`src/design/sddc_pkg.sv`:
```
`timescale 1ns / 1ps
// Shared types, constants and date helpers for the serial day date calculator.
// No dependencies; every other design file uses this package.
package sddc_pkg;

  localparam int unsigned YearW   = 14;
  localparam int unsigned SerialW = 22;
  localparam int unsigned CountW  = 22;
  localparam int unsigned DayW    = 5;
  localparam int unsigned MonthW  = 4;
  localparam int unsigned DoyW    = 9;
  localparam int unsigned DowW    = 3;

  localparam int unsigned FirstYear   = 1901;
  localparam int unsigned LastYear    = 9999;
  localparam int unsigned LeapsTo1900 = 1900 / 4 - 1900 / 100 + 1900 / 400;
  // Serial number of 31 Dec of the last year
  localparam int unsigned LastSerial  = 365 * (LastYear - 1900) + LastYear / 4
                                        - LastYear / 100 + LastYear / 400 - LeapsTo1900;

  // ceil(2^34 / 1461): exact quotient of 4*(n-1) / 1461 for 24-bit dividends
  localparam int unsigned RecipYearMul   = 11758980;
  localparam int unsigned RecipYearShift = 34;
  // ceil(2^19 / 100): exact quotient of y / 100 for 14-bit y
  localparam int unsigned RecipHundred      = 5243;
  localparam int unsigned RecipHundredShift = 19;

  typedef enum logic [1:0] {
    CMD_LOAD = 2'd0,
    CMD_ADD  = 2'd1,
    CMD_SUB  = 2'd2
  } sddc_cmd_e;

  typedef enum logic [3:0] {
    ST_IDLE,
    ST_CMD,
    ST_EST,
    ST_LEAP,
    ST_DBY_A,
    ST_DBY_B,
    ST_YWALK,
    ST_WLEAP,
    ST_MSTART,
    ST_MWALK,
    ST_LOAD,
    ST_FIN
  } sddc_state_e;

  typedef enum logic [3:0] {
    OP_NONE,
    OP_CMD,
    OP_EST,
    OP_LEAP,
    OP_DBY_A,
    OP_DBY_B,
    OP_YSTEP,
    OP_MSTART,
    OP_MSTEP,
    OP_LOAD,
    OP_FIN
  } sddc_op_e;

  typedef struct packed {
    logic     latch;
    sddc_op_e op;
  } sddc_ctrl_t;

  typedef struct packed {
    logic go_load;
    logic go_walk;
    logic ystep;
    logic mstep;
    logic out_free;
  } sddc_stat_t;

  typedef struct packed {
    logic [1:0]        command;
    logic [DayW-1:0]   load_day;
    logic [MonthW-1:0] load_month;
    logic [YearW-1:0]  load_year;
    logic [CountW-1:0] day_count;
  } sddc_req_t;

  function automatic logic is_leap(input logic [YearW-1:0] year);
    logic [26:0]      prod;
    logic [7:0]       quo;
    logic [YearW-1:0] rem;
    prod = 27'(year) * 27'(RecipHundred);
    quo  = prod[26:RecipHundredShift];
    rem  = year - YearW'(YearW'(quo) * YearW'(100));
    return (year[1:0] == 2'b00) && ((rem != '0) || (quo[1:0] == 2'b00));
  endfunction

  function automatic logic [DayW-1:0] month_days(input logic [MonthW-1:0] month,
                                                 input logic leap);
    logic [DayW-1:0] len;
    case (month)
      4'd4, 4'd6, 4'd9, 4'd11: len = 5'd30;
      4'd2:                    len = leap ? 5'd29 : 5'd28;
      default:                 len = 5'd31;
    endcase
    return len;
  endfunction

  // Days before the first of the month in a common year
  function automatic logic [DoyW-1:0] days_before_month(input logic [MonthW-1:0] month);
    logic [DoyW-1:0] cum;
    case (month)
      4'd2:    cum = 9'd31;
      4'd3:    cum = 9'd59;
      4'd4:    cum = 9'd90;
      4'd5:    cum = 9'd120;
      4'd6:    cum = 9'd151;
      4'd7:    cum = 9'd181;
      4'd8:    cum = 9'd212;
      4'd9:    cum = 9'd243;
      4'd10:   cum = 9'd273;
      4'd11:   cum = 9'd304;
      4'd12:   cum = 9'd334;
      default: cum = 9'd0;
    endcase
    return cum;
  endfunction

  // n mod 7 by folding octal digits, since 8 = 1 mod 7
  function automatic logic [DowW-1:0] mod7(input logic [SerialW-1:0] n);
    logic [23:0] w;
    logic [5:0]  s1;
    logic [3:0]  s2;
    logic [2:0]  s3;
    w  = {2'b00, n};
    s1 = '0;
    for (int i = 0; i < 8; i++) begin
      s1 = s1 + 6'(w[3*i +: 3]);
    end
    s2 = 4'(s1[5:3]) + 4'(s1[2:0]);
    s3 = s2[2:0] + 3'(s2[3]);
    return (s3 == 3'd7) ? 3'd0 : s3;
  endfunction

  // 1 Sunday .. 7 Saturday; serial 1 was a Tuesday
  function automatic logic [DowW-1:0] weekday_of(input logic [SerialW-1:0] n);
    logic [DowW-1:0] r;
    r = mod7(n);
    return (r == 3'd6) ? 3'd1 : r + 3'd2;
  endfunction

endpackage

```
`src/design/sddc_if.sv`:
```
`timescale 1ns / 1ps
// Request and result channel interfaces with valid/ready handshake.
// Depends on sddc_pkg for field widths.
interface sddc_req_if;
  logic                           valid;
  logic                           ready;
  logic [1:0]                     command;
  logic [sddc_pkg::DayW-1:0]      load_day;
  logic [sddc_pkg::MonthW-1:0]    load_month;
  logic [sddc_pkg::YearW-1:0]     load_year;
  logic [sddc_pkg::CountW-1:0]    day_count;

  modport source (output valid, command, load_day, load_month, load_year, day_count,
                  input ready);
  modport sink (input valid, command, load_day, load_month, load_year, day_count,
                output ready);
endinterface

interface sddc_res_if;
  logic                           valid;
  logic                           ready;
  logic                           valid_res;
  logic [sddc_pkg::DayW-1:0]      day_of_month;
  logic [sddc_pkg::MonthW-1:0]    month_number;
  logic [sddc_pkg::YearW-1:0]     year_number;
  logic [sddc_pkg::SerialW-1:0]   serial_day;
  logic [sddc_pkg::DowW-1:0]      weekday;
  logic                           leap;

  modport source (output valid, valid_res, day_of_month, month_number, year_number,
                  serial_day, weekday, leap, input ready);
  modport sink (input valid, valid_res, day_of_month, month_number, year_number,
                serial_day, weekday, leap, output ready);
endinterface

```
`src/design/sddc_ctrl.sv`:
```
`timescale 1ns / 1ps
// Controller state machine: sequences load, year walk and month walk steps.
// Depends on sddc_pkg; drives the datapath through sddc_ctrl_t.
module sddc_ctrl (
  input  logic                 clk_i,
  input  logic                 rst_ni,
  input  logic                 req_valid_i,
  output logic                 req_ready_o,
  input  sddc_pkg::sddc_stat_t stat_i,
  output sddc_pkg::sddc_ctrl_t ctrl_o
);

  sddc_pkg::sddc_state_e state_q, state_d;

  always_ff @(posedge clk_i or negedge rst_ni) begin
    if (!rst_ni) begin
      state_q <= sddc_pkg::ST_IDLE;
    end else begin
      state_q <= state_d;
    end
  end

  always_comb begin
    state_d = state_q;
    unique case (state_q)
      sddc_pkg::ST_IDLE: begin
        if (req_valid_i) state_d = sddc_pkg::ST_CMD;
      end
      sddc_pkg::ST_CMD: begin
        if (stat_i.go_load) begin
          state_d = sddc_pkg::ST_LEAP;
        end else if (stat_i.go_walk) begin
          state_d = sddc_pkg::ST_EST;
        end else begin
          state_d = sddc_pkg::ST_FIN;
        end
      end
      sddc_pkg::ST_EST:   state_d = sddc_pkg::ST_LEAP;
      sddc_pkg::ST_LEAP:  state_d = sddc_pkg::ST_DBY_A;
      sddc_pkg::ST_DBY_A: state_d = sddc_pkg::ST_DBY_B;
      sddc_pkg::ST_DBY_B: begin
        state_d = stat_i.go_load ? sddc_pkg::ST_LOAD : sddc_pkg::ST_YWALK;
      end
      sddc_pkg::ST_YWALK: begin
        state_d = stat_i.ystep ? sddc_pkg::ST_WLEAP : sddc_pkg::ST_MSTART;
      end
      sddc_pkg::ST_WLEAP:  state_d = sddc_pkg::ST_YWALK;
      sddc_pkg::ST_MSTART: state_d = sddc_pkg::ST_MWALK;
      sddc_pkg::ST_MWALK: begin
        if (!stat_i.mstep) state_d = sddc_pkg::ST_FIN;
      end
      sddc_pkg::ST_LOAD: state_d = sddc_pkg::ST_FIN;
      sddc_pkg::ST_FIN: begin
        if (stat_i.out_free) state_d = sddc_pkg::ST_IDLE;
      end
      default: state_d = sddc_pkg::ST_IDLE;
    endcase
  end

  always_comb begin
    req_ready_o  = 1'b0;
    ctrl_o.latch = 1'b0;
    ctrl_o.op    = sddc_pkg::OP_NONE;
    unique case (state_q)
      sddc_pkg::ST_IDLE: begin
        req_ready_o  = 1'b1;
        ctrl_o.latch = req_valid_i;
      end
      sddc_pkg::ST_CMD:    ctrl_o.op = sddc_pkg::OP_CMD;
      sddc_pkg::ST_EST:    ctrl_o.op = sddc_pkg::OP_EST;
      sddc_pkg::ST_LEAP,
      sddc_pkg::ST_WLEAP:  ctrl_o.op = sddc_pkg::OP_LEAP;
      sddc_pkg::ST_DBY_A:  ctrl_o.op = sddc_pkg::OP_DBY_A;
      sddc_pkg::ST_DBY_B:  ctrl_o.op = sddc_pkg::OP_DBY_B;
      sddc_pkg::ST_YWALK:  ctrl_o.op = sddc_pkg::OP_YSTEP;
      sddc_pkg::ST_MSTART: ctrl_o.op = sddc_pkg::OP_MSTART;
      sddc_pkg::ST_MWALK:  ctrl_o.op = sddc_pkg::OP_MSTEP;
      sddc_pkg::ST_LOAD:   ctrl_o.op = sddc_pkg::OP_LOAD;
      sddc_pkg::ST_FIN: begin
        ctrl_o.op = stat_i.out_free ? sddc_pkg::OP_FIN : sddc_pkg::OP_NONE;
      end
      default: ctrl_o.op = sddc_pkg::OP_NONE;
    endcase
  end

`ifndef ASSERT_OFF
  a_accept_to_cmd: assert property (@(posedge clk_i) disable iff (!rst_ni)
    (req_valid_i && req_ready_o) |=> (state_q == sddc_pkg::ST_CMD))
    else $error("accepted request did not start command decode");

  a_fin_to_idle: assert property (@(posedge clk_i) disable iff (!rst_ni)
    (ctrl_o.op == sddc_pkg::OP_FIN) |=> req_ready_o)
    else $error("controller not ready after result was issued");

  a_no_op_while_ready: assert property (@(posedge clk_i) disable iff (!rst_ni)
    req_ready_o |-> (ctrl_o.op == sddc_pkg::OP_NONE))
    else $error("datapath step issued while accepting a request");
`endif

endmodule

```
`src/design/sddc_dp.sv`:
```
`timescale 1ns / 1ps
// Datapath: held date, year estimate, days-before-year unit, year and month walk,
// and the result register. Depends on sddc_pkg and sddc_res_if.
module sddc_dp (
  input  logic                 clk_i,
  input  logic                 rst_ni,
  input  sddc_pkg::sddc_req_t  req_i,
  input  sddc_pkg::sddc_ctrl_t ctrl_i,
  output sddc_pkg::sddc_stat_t stat_o,
  sddc_res_if.source           res_o
);

  localparam int unsigned YearW   = sddc_pkg::YearW;
  localparam int unsigned SerialW = sddc_pkg::SerialW;
  localparam int unsigned DayW    = sddc_pkg::DayW;
  localparam int unsigned MonthW  = sddc_pkg::MonthW;
  localparam int unsigned DoyW    = sddc_pkg::DoyW;
  localparam int unsigned DowW    = sddc_pkg::DowW;

  // Latched request
  sddc_pkg::sddc_cmd_e        cmd_q;
  logic [DayW-1:0]            day_in_q;
  logic [MonthW-1:0]          month_in_q;
  logic [sddc_pkg::CountW-1:0] cnt_q;

  // Work registers
  logic [YearW-1:0]   y_q;
  logic [SerialW-1:0] n_q;
  logic               leap_q;
  logic [7:0]         q100_q;
  logic [SerialW-1:0] span_q;
  logic [SerialW-1:0] dby_q;
  logic [DoyW-1:0]    x_q;
  logic [MonthW-1:0]  m_q;

  // Held date
  logic [SerialW-1:0] held_serial_q;
  logic [DayW-1:0]    held_day_q;
  logic [MonthW-1:0]  held_month_q;
  logic [YearW-1:0]   held_year_q;
  logic               held_leap_q;

  // Result register
  logic               out_valid_q;
  logic               res_valid_q;
  logic [DayW-1:0]    res_day_q;
  logic [MonthW-1:0]  res_month_q;
  logic [YearW-1:0]   res_year_q;
  logic [SerialW-1:0] res_serial_q;
  logic [DowW-1:0]    res_dow_q;
  logic               res_leap_q;

  logic               held_ok;
  logic [SerialW:0]   sum_ext;
  logic               add_ok;
  logic               sub_ok;
  logic               is_add;
  logic               is_sub;
  logic [SerialW-1:0] n_next;
  logic [23:0]        est_num;
  logic [47:0]        est_prod;
  logic [YearW-1:0]   ym1;
  logic [26:0]        hund_prod;
  logic [22:0]        span_full;
  logic [SerialW-1:0] dby_calc;
  logic [DoyW-1:0]    year_len;
  logic [SerialW:0]   next_dby;
  logic [DayW-1:0]    cur_dim;
  logic [DayW-1:0]    load_dim;
  logic               load_ok;
  logic [SerialW-1:0] load_serial;

  assign held_ok = (held_serial_q != '0);
  assign is_add  = (cmd_q == sddc_pkg::CMD_ADD);
  assign is_sub  = (cmd_q == sddc_pkg::CMD_SUB);
  assign sum_ext = {1'b0, held_serial_q} + {1'b0, cnt_q};
  assign add_ok  = (sum_ext <= (SerialW + 1)'(sddc_pkg::LastSerial));
  assign sub_ok  = (cnt_q < held_serial_q);
  assign n_next  = is_add ? sum_ext[SerialW-1:0] : held_serial_q - cnt_q;

  // Year estimate 1901 + floor(4*(n-1)/1461), never past the true year
  assign est_num  = {n_q - SerialW'(1), 2'b00};
  assign est_prod = 48'(est_num) * 48'(sddc_pkg::RecipYearMul);

  // Days before year y = 365*(y-1901) + leaps(y-1) - leaps(1900)
  assign ym1       = y_q - YearW'(1);
  assign hund_prod = 27'(ym1) * 27'(sddc_pkg::RecipHundred);
  assign span_full = 23'(y_q - YearW'(sddc_pkg::FirstYear)) * 23'(365);
  assign dby_calc  = span_q + SerialW'(ym1 >> 2) - SerialW'(q100_q)
                     + SerialW'(q100_q >> 2) - SerialW'(sddc_pkg::LeapsTo1900);

  assign year_len = DoyW'(365) + DoyW'(leap_q);
  assign next_dby = {1'b0, dby_q} + (SerialW + 1)'(year_len);
  assign cur_dim  = sddc_pkg::month_days(m_q, leap_q);
  assign load_dim = sddc_pkg::month_days(month_in_q, leap_q);

  assign load_ok = (month_in_q >= MonthW'(1)) && (month_in_q <= MonthW'(12))
                   && (y_q >= YearW'(sddc_pkg::FirstYear))
                   && (y_q <= YearW'(sddc_pkg::LastYear))
                   && (day_in_q != '0) && (day_in_q <= load_dim);
  assign load_serial = dby_q + SerialW'(sddc_pkg::days_before_month(month_in_q))
                       + SerialW'(leap_q && (month_in_q > MonthW'(2)))
                       + SerialW'(day_in_q);

  assign stat_o.go_load  = (cmd_q == sddc_pkg::CMD_LOAD);
  assign stat_o.go_walk  = held_ok && ((is_add && add_ok) || (is_sub && sub_ok));
  assign stat_o.ystep    = (y_q < YearW'(sddc_pkg::LastYear))
                           && (next_dby < {1'b0, n_q});
  assign stat_o.mstep    = (m_q < MonthW'(12)) && (x_q > DoyW'(cur_dim));
  assign stat_o.out_free = !out_valid_q || res_o.ready;

  always_ff @(posedge clk_i) begin
    if (ctrl_i.latch) begin
      cmd_q      <= sddc_pkg::sddc_cmd_e'(req_i.command);
      day_in_q   <= req_i.load_day;
      month_in_q <= req_i.load_month;
      cnt_q      <= req_i.day_count;
      y_q        <= req_i.load_year;
    end else begin
      unique case (ctrl_i.op)
        sddc_pkg::OP_CMD:  n_q <= n_next;
        sddc_pkg::OP_EST:  y_q <= YearW'(sddc_pkg::FirstYear)
                                  + est_prod[47:sddc_pkg::RecipYearShift];
        sddc_pkg::OP_LEAP: leap_q <= sddc_pkg::is_leap(y_q);
        sddc_pkg::OP_DBY_A: begin
          q100_q <= hund_prod[26:sddc_pkg::RecipHundredShift];
          span_q <= span_full[SerialW-1:0];
        end
        sddc_pkg::OP_DBY_B: dby_q <= dby_calc;
        sddc_pkg::OP_YSTEP: begin
          if (stat_o.ystep) begin
            y_q   <= y_q + YearW'(1);
            dby_q <= next_dby[SerialW-1:0];
          end
        end
        sddc_pkg::OP_MSTART: begin
          x_q <= DoyW'(n_q - dby_q);
          m_q <= MonthW'(1);
        end
        sddc_pkg::OP_MSTEP: begin
          if (stat_o.mstep) begin
            x_q <= x_q - DoyW'(cur_dim);
            m_q <= m_q + MonthW'(1);
          end
        end
        default: ;
      endcase
    end
  end

  always_ff @(posedge clk_i or negedge rst_ni) begin
    if (!rst_ni) begin
      held_serial_q <= '0;
      held_day_q    <= '0;
      held_month_q  <= '0;
      held_year_q   <= '0;
      held_leap_q   <= 1'b0;
    end else begin
      case (ctrl_i.op)
        sddc_pkg::OP_CMD: begin
          // drop the date on overflow or underflow
          if (held_ok && !stat_o.go_walk && (is_add || is_sub)) begin
            held_serial_q <= '0;
            held_day_q    <= '0;
            held_month_q  <= '0;
            held_year_q   <= '0;
            held_leap_q   <= 1'b0;
          end
        end
        sddc_pkg::OP_MSTEP: begin
          if (!stat_o.mstep) begin
            held_serial_q <= n_q;
            held_day_q    <= x_q[DayW-1:0];
            held_month_q  <= m_q;
            held_year_q   <= y_q;
            held_leap_q   <= leap_q;
          end
        end
        sddc_pkg::OP_LOAD: begin
          if (load_ok) begin
            held_serial_q <= load_serial;
            held_day_q    <= day_in_q;
            held_month_q  <= month_in_q;
            held_year_q   <= y_q;
            held_leap_q   <= leap_q;
          end else begin
            held_serial_q <= '0;
            held_day_q    <= '0;
            held_month_q  <= '0;
            held_year_q   <= '0;
            held_leap_q   <= 1'b0;
          end
        end
        default: ;
      endcase
    end
  end

  always_ff @(posedge clk_i or negedge rst_ni) begin
    if (!rst_ni) begin
      out_valid_q <= 1'b0;
    end else if (ctrl_i.op == sddc_pkg::OP_FIN) begin
      out_valid_q <= 1'b1;
    end else if (res_o.ready) begin
      out_valid_q <= 1'b0;
    end
  end

  always_ff @(posedge clk_i) begin
    if (ctrl_i.op == sddc_pkg::OP_FIN) begin
      res_valid_q  <= held_ok;
      res_day_q    <= held_day_q;
      res_month_q  <= held_month_q;
      res_year_q   <= held_year_q;
      res_serial_q <= held_serial_q;
      res_dow_q    <= held_ok ? sddc_pkg::weekday_of(held_serial_q) : '0;
      res_leap_q   <= held_leap_q;
    end
  end

  assign res_o.valid        = out_valid_q;
  assign res_o.valid_res    = res_valid_q;
  assign res_o.day_of_month = res_day_q;
  assign res_o.month_number = res_month_q;
  assign res_o.year_number  = res_year_q;
  assign res_o.serial_day   = res_serial_q;
  assign res_o.weekday      = res_dow_q;
  assign res_o.leap         = res_leap_q;

`ifndef ASSERT_OFF
  a_held_in_range: assert property (@(posedge clk_i) disable iff (!rst_ni)
    held_serial_q <= SerialW'(sddc_pkg::LastSerial))
    else $error("held serial number past the last supported day");

  a_held_fields: assert property (@(posedge clk_i) disable iff (!rst_ni)
    held_ok |-> ((held_month_q >= MonthW'(1)) && (held_month_q <= MonthW'(12))
                 && (held_day_q != '0)))
    else $error("valid held date has a bad day or month");

  a_weekday_set: assert property (@(posedge clk_i) disable iff (!rst_ni)
    (out_valid_q && res_valid_q) |-> (res_dow_q != '0))
    else $error("valid result without a weekday");
`endif

endmodule

```
`src/design/serial_day_date_calculator.sv`:
```
`timescale 1ns / 1ps
// Serial day date calculator: controller plus datapath, one request at a time.
// A no-op, or an add or subtract on an invalid or out-of-range date, goes from decode
// to the result; a load first finds the leap flag and days before the year; an add or
// subtract also runs the year estimate, at most one year correction and the month walk.
// A new request is taken in the cycle after the result is issued; the result register
// lets the next request in while the previous result waits. Reset makes the date invalid.
module serial_day_date_calculator (
  input  logic       clk_i,
  input  logic       rst_ni,
  sddc_req_if.sink   req_i,
  sddc_res_if.source res_o
);

  sddc_pkg::sddc_req_t  req_pl;
  sddc_pkg::sddc_ctrl_t ctrl;
  sddc_pkg::sddc_stat_t stat;
  logic                 req_ready;

  assign req_pl.command    = req_i.command;
  assign req_pl.load_day   = req_i.load_day;
  assign req_pl.load_month = req_i.load_month;
  assign req_pl.load_year  = req_i.load_year;
  assign req_pl.day_count  = req_i.day_count;
  assign req_i.ready       = req_ready;

  sddc_ctrl u_ctrl (
    .clk_i       (clk_i),
    .rst_ni      (rst_ni),
    .req_valid_i (req_i.valid),
    .req_ready_o (req_ready),
    .stat_i      (stat),
    .ctrl_o      (ctrl)
  );

  sddc_dp u_dp (
    .clk_i  (clk_i),
    .rst_ni (rst_ni),
    .req_i  (req_pl),
    .ctrl_i (ctrl),
    .stat_o (stat),
    .res_o  (res_o)
  );

endmodule
```
`src/flat_wrapper.sv`:
```
// flat-port wrapper written by rule: the top's interface ports become plain ports
module serial_day_date_calculator_flat 
  (clk_i, rst_ni, req_i_valid, req_i_command, req_i_load_day, req_i_load_month, req_i_load_year, req_i_day_count, req_i_ready, res_o_valid, res_o_valid_res, res_o_day_of_month, res_o_month_number, res_o_year_number, res_o_serial_day, res_o_weekday, res_o_leap, res_o_ready);
  sddc_req_if req_i_i ();
  sddc_res_if res_o_i ();
  input  logic clk_i;
  input  logic rst_ni;
  input wire logic [$bits(req_i_i.valid)-1:0] req_i_valid;
  input wire logic [$bits(req_i_i.command)-1:0] req_i_command;
  input wire logic [$bits(req_i_i.load_day)-1:0] req_i_load_day;
  input wire logic [$bits(req_i_i.load_month)-1:0] req_i_load_month;
  input wire logic [$bits(req_i_i.load_year)-1:0] req_i_load_year;
  input wire logic [$bits(req_i_i.day_count)-1:0] req_i_day_count;
  output wire logic [$bits(req_i_i.ready)-1:0] req_i_ready;
  output wire logic [$bits(res_o_i.valid)-1:0] res_o_valid;
  output wire logic [$bits(res_o_i.valid_res)-1:0] res_o_valid_res;
  output wire logic [$bits(res_o_i.day_of_month)-1:0] res_o_day_of_month;
  output wire logic [$bits(res_o_i.month_number)-1:0] res_o_month_number;
  output wire logic [$bits(res_o_i.year_number)-1:0] res_o_year_number;
  output wire logic [$bits(res_o_i.serial_day)-1:0] res_o_serial_day;
  output wire logic [$bits(res_o_i.weekday)-1:0] res_o_weekday;
  output wire logic [$bits(res_o_i.leap)-1:0] res_o_leap;
  input wire logic [$bits(res_o_i.ready)-1:0] res_o_ready;
  assign req_i_i.valid = req_i_valid;
  assign req_i_i.command = req_i_command;
  assign req_i_i.load_day = req_i_load_day;
  assign req_i_i.load_month = req_i_load_month;
  assign req_i_i.load_year = req_i_load_year;
  assign req_i_i.day_count = req_i_day_count;
  assign req_i_ready = req_i_i.ready;
  assign res_o_valid = res_o_i.valid;
  assign res_o_valid_res = res_o_i.valid_res;
  assign res_o_day_of_month = res_o_i.day_of_month;
  assign res_o_month_number = res_o_i.month_number;
  assign res_o_year_number = res_o_i.year_number;
  assign res_o_serial_day = res_o_i.serial_day;
  assign res_o_weekday = res_o_i.weekday;
  assign res_o_leap = res_o_i.leap;
  assign res_o_i.ready = res_o_ready;
  serial_day_date_calculator u_core (.clk_i(clk_i), .rst_ni(rst_ni), .req_i(req_i_i), .res_o(res_o_i));
endmodule
```
`config.mk`:
```
export PLATFORM = sky130hd
export DESIGN_NAME = serial_day_date_calculator_flat
export DESIGN_NICKNAME = d
export VERILOG_FILES = /design/src/design/sddc_pkg.sv /design/src/design/sddc_if.sv /design/src/design/sddc_ctrl.sv /design/src/design/sddc_dp.sv /design/src/design/serial_day_date_calculator.sv /design/src/flat_wrapper.sv
export SDC_FILE = /design/constraint.sdc
export NUM_CORES = 2
export LEC_CHECK = 0
export ABC_AREA = 1
export ABC_CLOCK_PERIOD_IN_PS = 8100
export BUFFER_PORTS_ARGS = -buffer_cell sky130_fd_sc_hd__buf_2
export CAP_MARGIN = 30
export CORE_UTILIZATION = 60
export DETAILED_ROUTE_END_ITERATION = 10
export GPL_ROUTABILITY_DRIVEN = 0
export HOLD_SLACK_MARGIN = 0.03
export PLACE_DENSITY = 0.92
export SLEW_MARGIN = 20
export SYNTH_ARGS = -nofsm -noshare
export SYNTH_HDL_FRONTEND = slang
export SYNTH_SLANG_ARGS = --single-unit
export TNS_END_PERCENT = 30
```
`constraint.sdc`:
```
create_clock -name clk_i -period 8.1 [get_ports clk_i]
set_clock_uncertainty 0.2 [all_clocks]
set_input_delay 2.43 -clock clk_i [delete_from_list [all_inputs] [get_ports clk_i]]
set_output_delay 2.43 -clock clk_i [all_outputs]
set_load 0.02 [all_outputs]
```
==> results of run 1 <==
==> stage by stage <==
stage	worst slack, ps	cell area [sq um]	hold slack, ps	setup TNS (ps)
4_1_cts	1.85	42600	258	0
3_3_place_gp	-97.5	40800	237	-97.5
3_5_place_dp	-521	40800	241	-4610
2_1_floorplan	3.03	38400	225	0
==> synth_stat cells (all sizes together) (4+ instances only) <==
master and instances:
inv 1039, nand2 763, ha 689, fa 403, nor2 266, a21oi 237
edfxtp 185, nand3 170, o21ai 165, xor2 129, nand4 90, dfrtp 51
xnor2 45, nor3 40, buf 32, clkbuf 25, o22ai 20, o21bai 18
a21o 17, a31oi 15, nor4 14, or2 14, o31ai 11, dfxtp 9
a211oi 8, o211ai 7, a21boi 6, nand3b 6, clkinv 5, o21a 5
and2 4
==> timing repair <==
item / in CTS
setup buffers: 38
hold buffers: 0
setup endpoints to repair: 14
pin swaps: 65
resized for setup: 123
==> cells by family after synthesis <==
| kind of cell | Yosys count | synth area share [%] |
|---|---|---|
| AOI/OAI and AO/OA | 524 | 7.67 |
| xor gates and xnor gates | 174 | 3.99 |
| adders and majority gates | 1092 | 43.5 |
| buffers and inverters | 1101 | 11.2 |
| DFF | 245 | 18.3 |
| muxes | 1 | 0.0261 |
| and+or+nand+nor | 1374 | 15.3 |
==> layer usage <==
metal / GRT overflow / track usage [%]
met3: 8 / 52.5
met4: 78 / 59.6
met1: 5 / 59.8
met2: 92 / 74.9
met5: 0 / 30.2
==> metrics.txt, run 1 <==
# TYPE chip_impl_metric gauge
chip_impl_metric{name="postSynthAreaPerCell",unit="sq um"} 8.51
chip_impl_metric{name="numClockSinks",unit=""} 245
chip_impl_info{name="synth_area_leaders",value="sky130_fd_sc_hd__ha_1 22%, sky130_fd_sc_hd__fa_1 21%, sky130_fd_sc_hd__edfxtp_1 14%"} 1
chip_impl_metric{name="place.detailed.hpwl",unit="um"} 93200
chip_impl_info{name="error_message",value="[ERROR GRT-0232] Routing congestion too high. Check the congestion heatmap in the GUI."} 1
chip_impl_info{name="status",value="stopped before the end"} 1
chip_impl_metric{name="numCtsBuffers",unit=""} 29
chip_impl_metric{name="floorplan.io_pins",unit=""} 103
chip_impl_metric{name="chipHeight",unit="um"} 255
chip_impl_metric{name="chipWidth",unit="um"} 255
chip_impl_metric{name="syn_area",unit="sq um"} 38400
chip_impl_info{name="synth.largest_area_cell",value="sky130_fd_sc_hd__ha_1"} 1
chip_impl_info{name="timing.repair.worst_endpoint_type",value="register input"} 1
chip_impl_metric{name="synthDominantCellAreaShare",unit="%"} 22.5
chip_impl_info{name="clk_root_buffer_cell",value="sky130_fd_sc_hd__clkbuf_16"} 1
chip_impl_metric{name="cts_htree_levels",unit=""} 1
chip_impl_metric{name="ys_async_sr_fraction",unit="%"} 20.8
chip_impl_info{name="flow.stopped_at",value="global routing (5_1_grt)"} 1
chip_impl_metric{name="yosys.cell_types.count",unit=""} 67
chip_impl_metric{name="postSynthRegisterBits",unit=""} 245
chip_impl_metric{name="synth-edff-count",unit=""} 185
chip_impl_metric{name="cts.path.max_buffers",unit=""} 3
chip_impl_metric{name="grt.total_usage",unit="%"} 61.6
chip_impl_metric{name="synthesized_net_count",unit=""} 5654
chip_impl_metric{name="grt_max_degree",unit=""} 52
chip_impl_metric{name="synth_cells",unit=""} 4511
chip_impl_info{name="synth_flop_cell",value="sky130_fd_sc_hd__edfxtp_1"} 1
chip_impl_info{name="worst_endpoint",value="u_core.u_dp.leap_q$_DFFE_PP_/D"} 1
chip_impl_metric{name="initial_core_util",unit="%"} 60.8
chip_impl_metric{name="global_route.overflow_total",unit=""} 183
chip_impl_metric{name="dp.cells",unit=""} 5566
chip_impl_metric{name="rows",unit=""} 92
chip_impl_metric{name="ys.warnings.count",unit=""} 0
chip_impl_metric{name="port_buffers",unit=""} 102
chip_impl_metric{name="synth_seq_area_share",unit="%"} 18.3
==> run 2, diff against run 1 <==
--- a/config.mk
+++ b/config.mk
@@ -6,14 +6,13 @@
 export NUM_CORES = 2
 export LEC_CHECK = 0
 export ABC_AREA = 1
-export ABC_CLOCK_PERIOD_IN_PS = 8100
+export ABC_CLOCK_PERIOD_IN_PS = 10530
 export BUFFER_PORTS_ARGS = -buffer_cell sky130_fd_sc_hd__buf_2
 export CAP_MARGIN = 30
-export CORE_UTILIZATION = 60
+export CORE_UTILIZATION = 40
 export DETAILED_ROUTE_END_ITERATION = 10
 export GPL_ROUTABILITY_DRIVEN = 0
-export HOLD_SLACK_MARGIN = 0.03
-export PLACE_DENSITY = 0.92
+export PLACE_DENSITY_LB_ADDON = 0.15
 export SLEW_MARGIN = 20
 export SYNTH_ARGS = -nofsm -noshare
 export SYNTH_HDL_FRONTEND = slang
==> constraint.sdc (replaced) <==
create_clock -name clk_i -period 10.53 [get_ports clk_i]
set_clock_uncertainty 0.2 [all_clocks]
set_input_delay 3.159 -clock clk_i [delete_from_list [all_inputs] [get_ports clk_i]]
set_output_delay 3.159 -clock clk_i [all_outputs]
set_load 0.02 [all_outputs]
==> run 2 against run 1 <==
- the flow now finishes without violations
- area after synthesis did not move
- synthesized cell count unchanged
==> metrics.txt, run 2 <==
# TYPE chip_impl_metric gauge
chip_impl_metric{name="flow.area_growth_from_synthesis",unit="%"} 8.60
chip_impl_metric{name="postSynthAreaPerCell",unit="sq um"} 8.51
chip_impl_metric{name="floorplan.die_area",unit="sq um"} 97200
chip_impl_metric{name="postPlaceCellArea",unit="sq um"} 40400
chip_impl_metric{name="yosys.cell_types.count",unit=""} 67
chip_impl_metric{name="final_period_minus_worst_setup_slack",unit="ps"} 9780
chip_impl_metric{name="post_cts_resize_count",unit=""} 0
chip_impl_metric{name="ys.warnings.count",unit=""} 0
chip_impl_metric{name="placeableCoreArea",unit="sq um"} 95000
chip_impl_metric{name="postSynthRegisterBits",unit=""} 245
chip_impl_info{name="hold_class",value="flop to flop"} 1
chip_impl_metric{name="detail_route.drc_violations",unit=""} 0
chip_impl_metric{name="drt-initial-drc-count",unit=""} 2039
chip_impl_metric{name="cts.path.max_buffers",unit=""} 3
chip_impl_metric{name="post-cts-setup-buffers",unit=""} 0
chip_impl_metric{name="fmaxAchievable",unit="GHz"} 0.102
chip_impl_metric{name="first_global_vias",unit=""} 30307
chip_impl_info{name="cp_common_cell",value="sky130_fd_sc_hd__nand2_1"} 1
chip_impl_info{name="cp-start-kind",value="flop"} 1
chip_impl_metric{name="detailedRoute.firstPassIterationCount",unit=""} 5
chip_impl_info{name="synth_flop_cell",value="sky130_fd_sc_hd__edfxtp_1"} 1
chip_impl_metric{name="ant_nets",unit=""} 0
chip_impl_info{name="synth_area_leaders",value="sky130_fd_sc_hd__ha_1 22%, sky130_fd_sc_hd__fa_1 21%, sky130_fd_sc_hd__edfxtp_1 14%"} 1
chip_impl_metric{name="synthDominantCellAreaShare",unit="%"} 22.5
chip_impl_metric{name="port_buffers",unit=""} 102
chip_impl_info{name="rsz0062_at_grt",value="no"} 1
chip_impl_info{name="layout.cells.most_common_list",value="1028 x sky130_fd_sc_hd__inv_1, 750 x sky130_fd_sc_hd__nand2_1, 689 x sky130_fd_sc_hd__ha_1"} 1
chip_impl_metric{name="tns",unit="ps"} 0
chip_impl_metric{name="diodes_inserted",unit=""} 0
chip_impl_metric{name="numCtsBuffers",unit=""} 35
chip_impl_metric{name="rows",unit=""} 113
chip_impl_metric{name="grt_first_pass_wirelength",unit="um"} 172000
chip_impl_metric{name="initial_core_util",unit="%"} 40.4
chip_impl_metric{name="cts_htree_levels",unit=""} 2
chip_impl_info{name="status",value="completed"} 1
chip_impl_metric{name="worst-slew-pin-transition",unit="ps"} 945
chip_impl_metric{name="numClockSinks",unit=""} 245
chip_impl_info{name="crit_path_kind",value="flop to flop"} 1
chip_impl_metric{name="grt_max_degree",unit=""} 52
chip_impl_metric{name="gr-usage-met2",unit="%"} 37.6
chip_impl_metric{name="ys_async_sr_fraction",unit="%"} 20.8
chip_impl_info{name="most_common_cell_after_layout_fill_and_taps_aside",value="sky130_fd_sc_hd__inv_1"} 1
chip_impl_metric{name="synth_seq_area_share",unit="%"} 18.3
chip_impl_metric{name="synth_cells",unit=""} 4511
chip_impl_metric{name="globalRouteMet1Util",unit="%"} 32.3
chip_impl_metric{name="final_critical_path_setup_slack",unit="ps"} 747
chip_impl_metric{name="gr-usage-met3",unit="%"} 1.85
chip_impl_info{name="post-synth-top-count-cell",value="sky130_fd_sc_hd__inv_1"} 1
chip_impl_info{name="synth.largest_area_cell",value="sky130_fd_sc_hd__ha_1"} 1
chip_impl_metric{name="clkLatencyLatePin",unit="ps"} 580
chip_impl_metric{name="report.final.setup_viol",unit=""} 0
chip_impl_metric{name="post-route-cell-area",unit="sq um"} 41700
chip_impl_metric{name="timing_max_transition_violations_final",unit=""} 0
chip_impl_metric{name="dp.cells",unit=""} 5861
chip_impl_metric{name="share_of_final_layout_standard_cells_stronger_than_drive_strength_1",unit="%"} 5.92
chip_impl_metric{name="grt.total_usage",unit="%"} 22.8
chip_impl_metric{name="synthesized_net_count",unit=""} 5654
chip_impl_info{name="busiest_layer",value="met2"} 1
chip_impl_metric{name="chipWidth",unit="um"} 312
chip_impl_metric{name="floorplan.io_pins",unit=""} 103
chip_impl_info{name="crit_slowest_cell",value="sky130_fd_sc_hd__fa_1"} 1
chip_impl_info{name="synth_common_cells",value="1029 x sky130_fd_sc_hd__inv_1, 750 x sky130_fd_sc_hd__nand2_1, 689 x sky130_fd_sc_hd__ha_1, 403 x sky130_fd_sc_hd__fa_1, 258 x sky130_fd_sc_hd__nor2_1"} 1
chip_impl_metric{name="num_vias",unit=""} 29604
chip_impl_metric{name="dp_slack",unit="ps"} 889
chip_impl_metric{name="instances_no_fill",unit=""} 5926
chip_impl_metric{name="count_of_max_cap_constraint_violations",unit=""} 0
chip_impl_info{name="clk_root_buffer_cell",value="sky130_fd_sc_hd__clkbuf_16"} 1
chip_impl_metric{name="syn_area",unit="sq um"} 38400
chip_impl_metric{name="global_route.overflow_total",unit=""} 0
chip_impl_info{name="setup_crit_end_kind",value="flop"} 1
chip_impl_metric{name="critical_path.max_stage_delay",unit="ps"} 580
chip_impl_metric{name="worstPathArrival",unit="ps"} 9900
chip_impl_metric{name="place.detailed.hpwl",unit="um"} 91200
chip_impl_metric{name="timing.critical_path.required",unit="ps"} 10650
chip_impl_metric{name="wl",unit="um"} 108000
chip_impl_metric{name="synth-edff-count",unit=""} 185
chip_impl_metric{name="clk_pin_slew_worst_paths",unit="ps"} 60
chip_impl_metric{name="post_drt_via_cell_ratio",unit=""} 5.00
chip_impl_metric{name="wire_per_inst",unit="um"} 18.3
chip_impl_metric{name="layout.nets",unit=""} 5777
chip_impl_metric{name="critical_path_peak_fanout",unit=""} 14
chip_impl_metric{name="timing.final.crit_share",unit="%"} 92.9
chip_impl_metric{name="chipHeight",unit="um"} 312
chip_impl_info{name="cts_tree",value="yes"} 1
chip_impl_metric{name="grt_antenna_before_repair",unit=""} 1
chip_impl_metric{name="finalHoldViolCount",unit=""} 0
chip_impl_metric{name="hold_buffers",unit=""} 0
chip_impl_metric{name="reg2reg_slack",unit="ps"} 750
chip_impl_metric{name="maxSlewHeadroom",unit="%"} 36.2
run 2: cell counts after synthesis:
No cell type changed its count.
run 2: cell type report:
cell class | instances | area, sq um
fillers | 9650 | 53300
multi-input cells | 3165 | 27100
flip-flops and latches | 245 | 7010
inverters | 1044 | 3920
well taps | 1265 | 1580
clock buffers | 42 | 942
repair buffers | 143 | 813
clock inverters | 22 | 303
run 2: metrics by stage:
| stage | util (%) | hold WS, ps |
|---|---|---|
| 3_5_place_dp | 42.5 | 232 |
| 3_3_place_gp | 42.5 | 228 |
| 5_1_grt | 43.9 | 260 |
| 2_1_floorplan | - | 225 |
| 4_1_cts | 43.9 | 245 |
| 6_report | 43.9 | 245 |
run 2: logic make-up after synthesis:
logic type | after synthesis | share of synthesized area [%]
DFF | 245 | 18.3
buffers and inverters | 1101 | 11.2
xor gates and xnor gates | 174 | 3.99
and+or+nand+nor | 1374 | 15.3
AOI/OAI and AO/OA | 524 | 7.67
adders and majority gates | 1092 | 43.5
muxes | 1 | 0.0261
run 2: worst max-delay path: cells and delay by family (launching register included):
kind	cells	cell delay, ps
DFF	1	400
buffers and inverters	8	1130
and+or+nand+nor	19	2880
adders and majority gates	10	4350
AOI/OAI and AO/OA	1	150
xor gates and xnor gates	1	420
run 2: final timing paths:
| path | start | endpoint | cells after the start |
|---|---|---|---|
| worst max-delay path | u_core.u_dp.n_q[0]$_DFFE_PP_ | u_core.u_dp.y_q[12]$_DFFE_PP_ | 39 |
| worst min-delay path | u_core.u_dp.held_leap_q$_DFFE_PN0P_ | u_core.u_dp.res_o.leap$_DFFE_PP_ | 0 |
| worst max register to register | u_core.u_dp.n_q[0]$_DFFE_PP_ | u_core.u_dp.y_q[12]$_DFFE_PP_ | 39 |
| worst min register to register | u_core.u_dp.held_leap_q$_DFFE_PN0P_ | u_core.u_dp.res_o.leap$_DFFE_PP_ | 0 |
| max in group asynchronous | rst_ni | u_core.u_dp.held_year_q[7]$_DFFE_PN0P_ | 2 |
| min in group asynchronous | rst_ni | u_core.u_dp.held_serial_q[21]$_DFFE_PN0P_ | 2 |
run 2: routing by layer:
layer,up-vias,share of wire (%)
li1,14654,-
met1,14213,47
met2,630,46
met3,107,4.2
met4,0,2.3
met5,-,0
Power of run 2 is not shown: default switching activity piles up to over one toggle a cycle in this logic, so the estimate is an artifact.
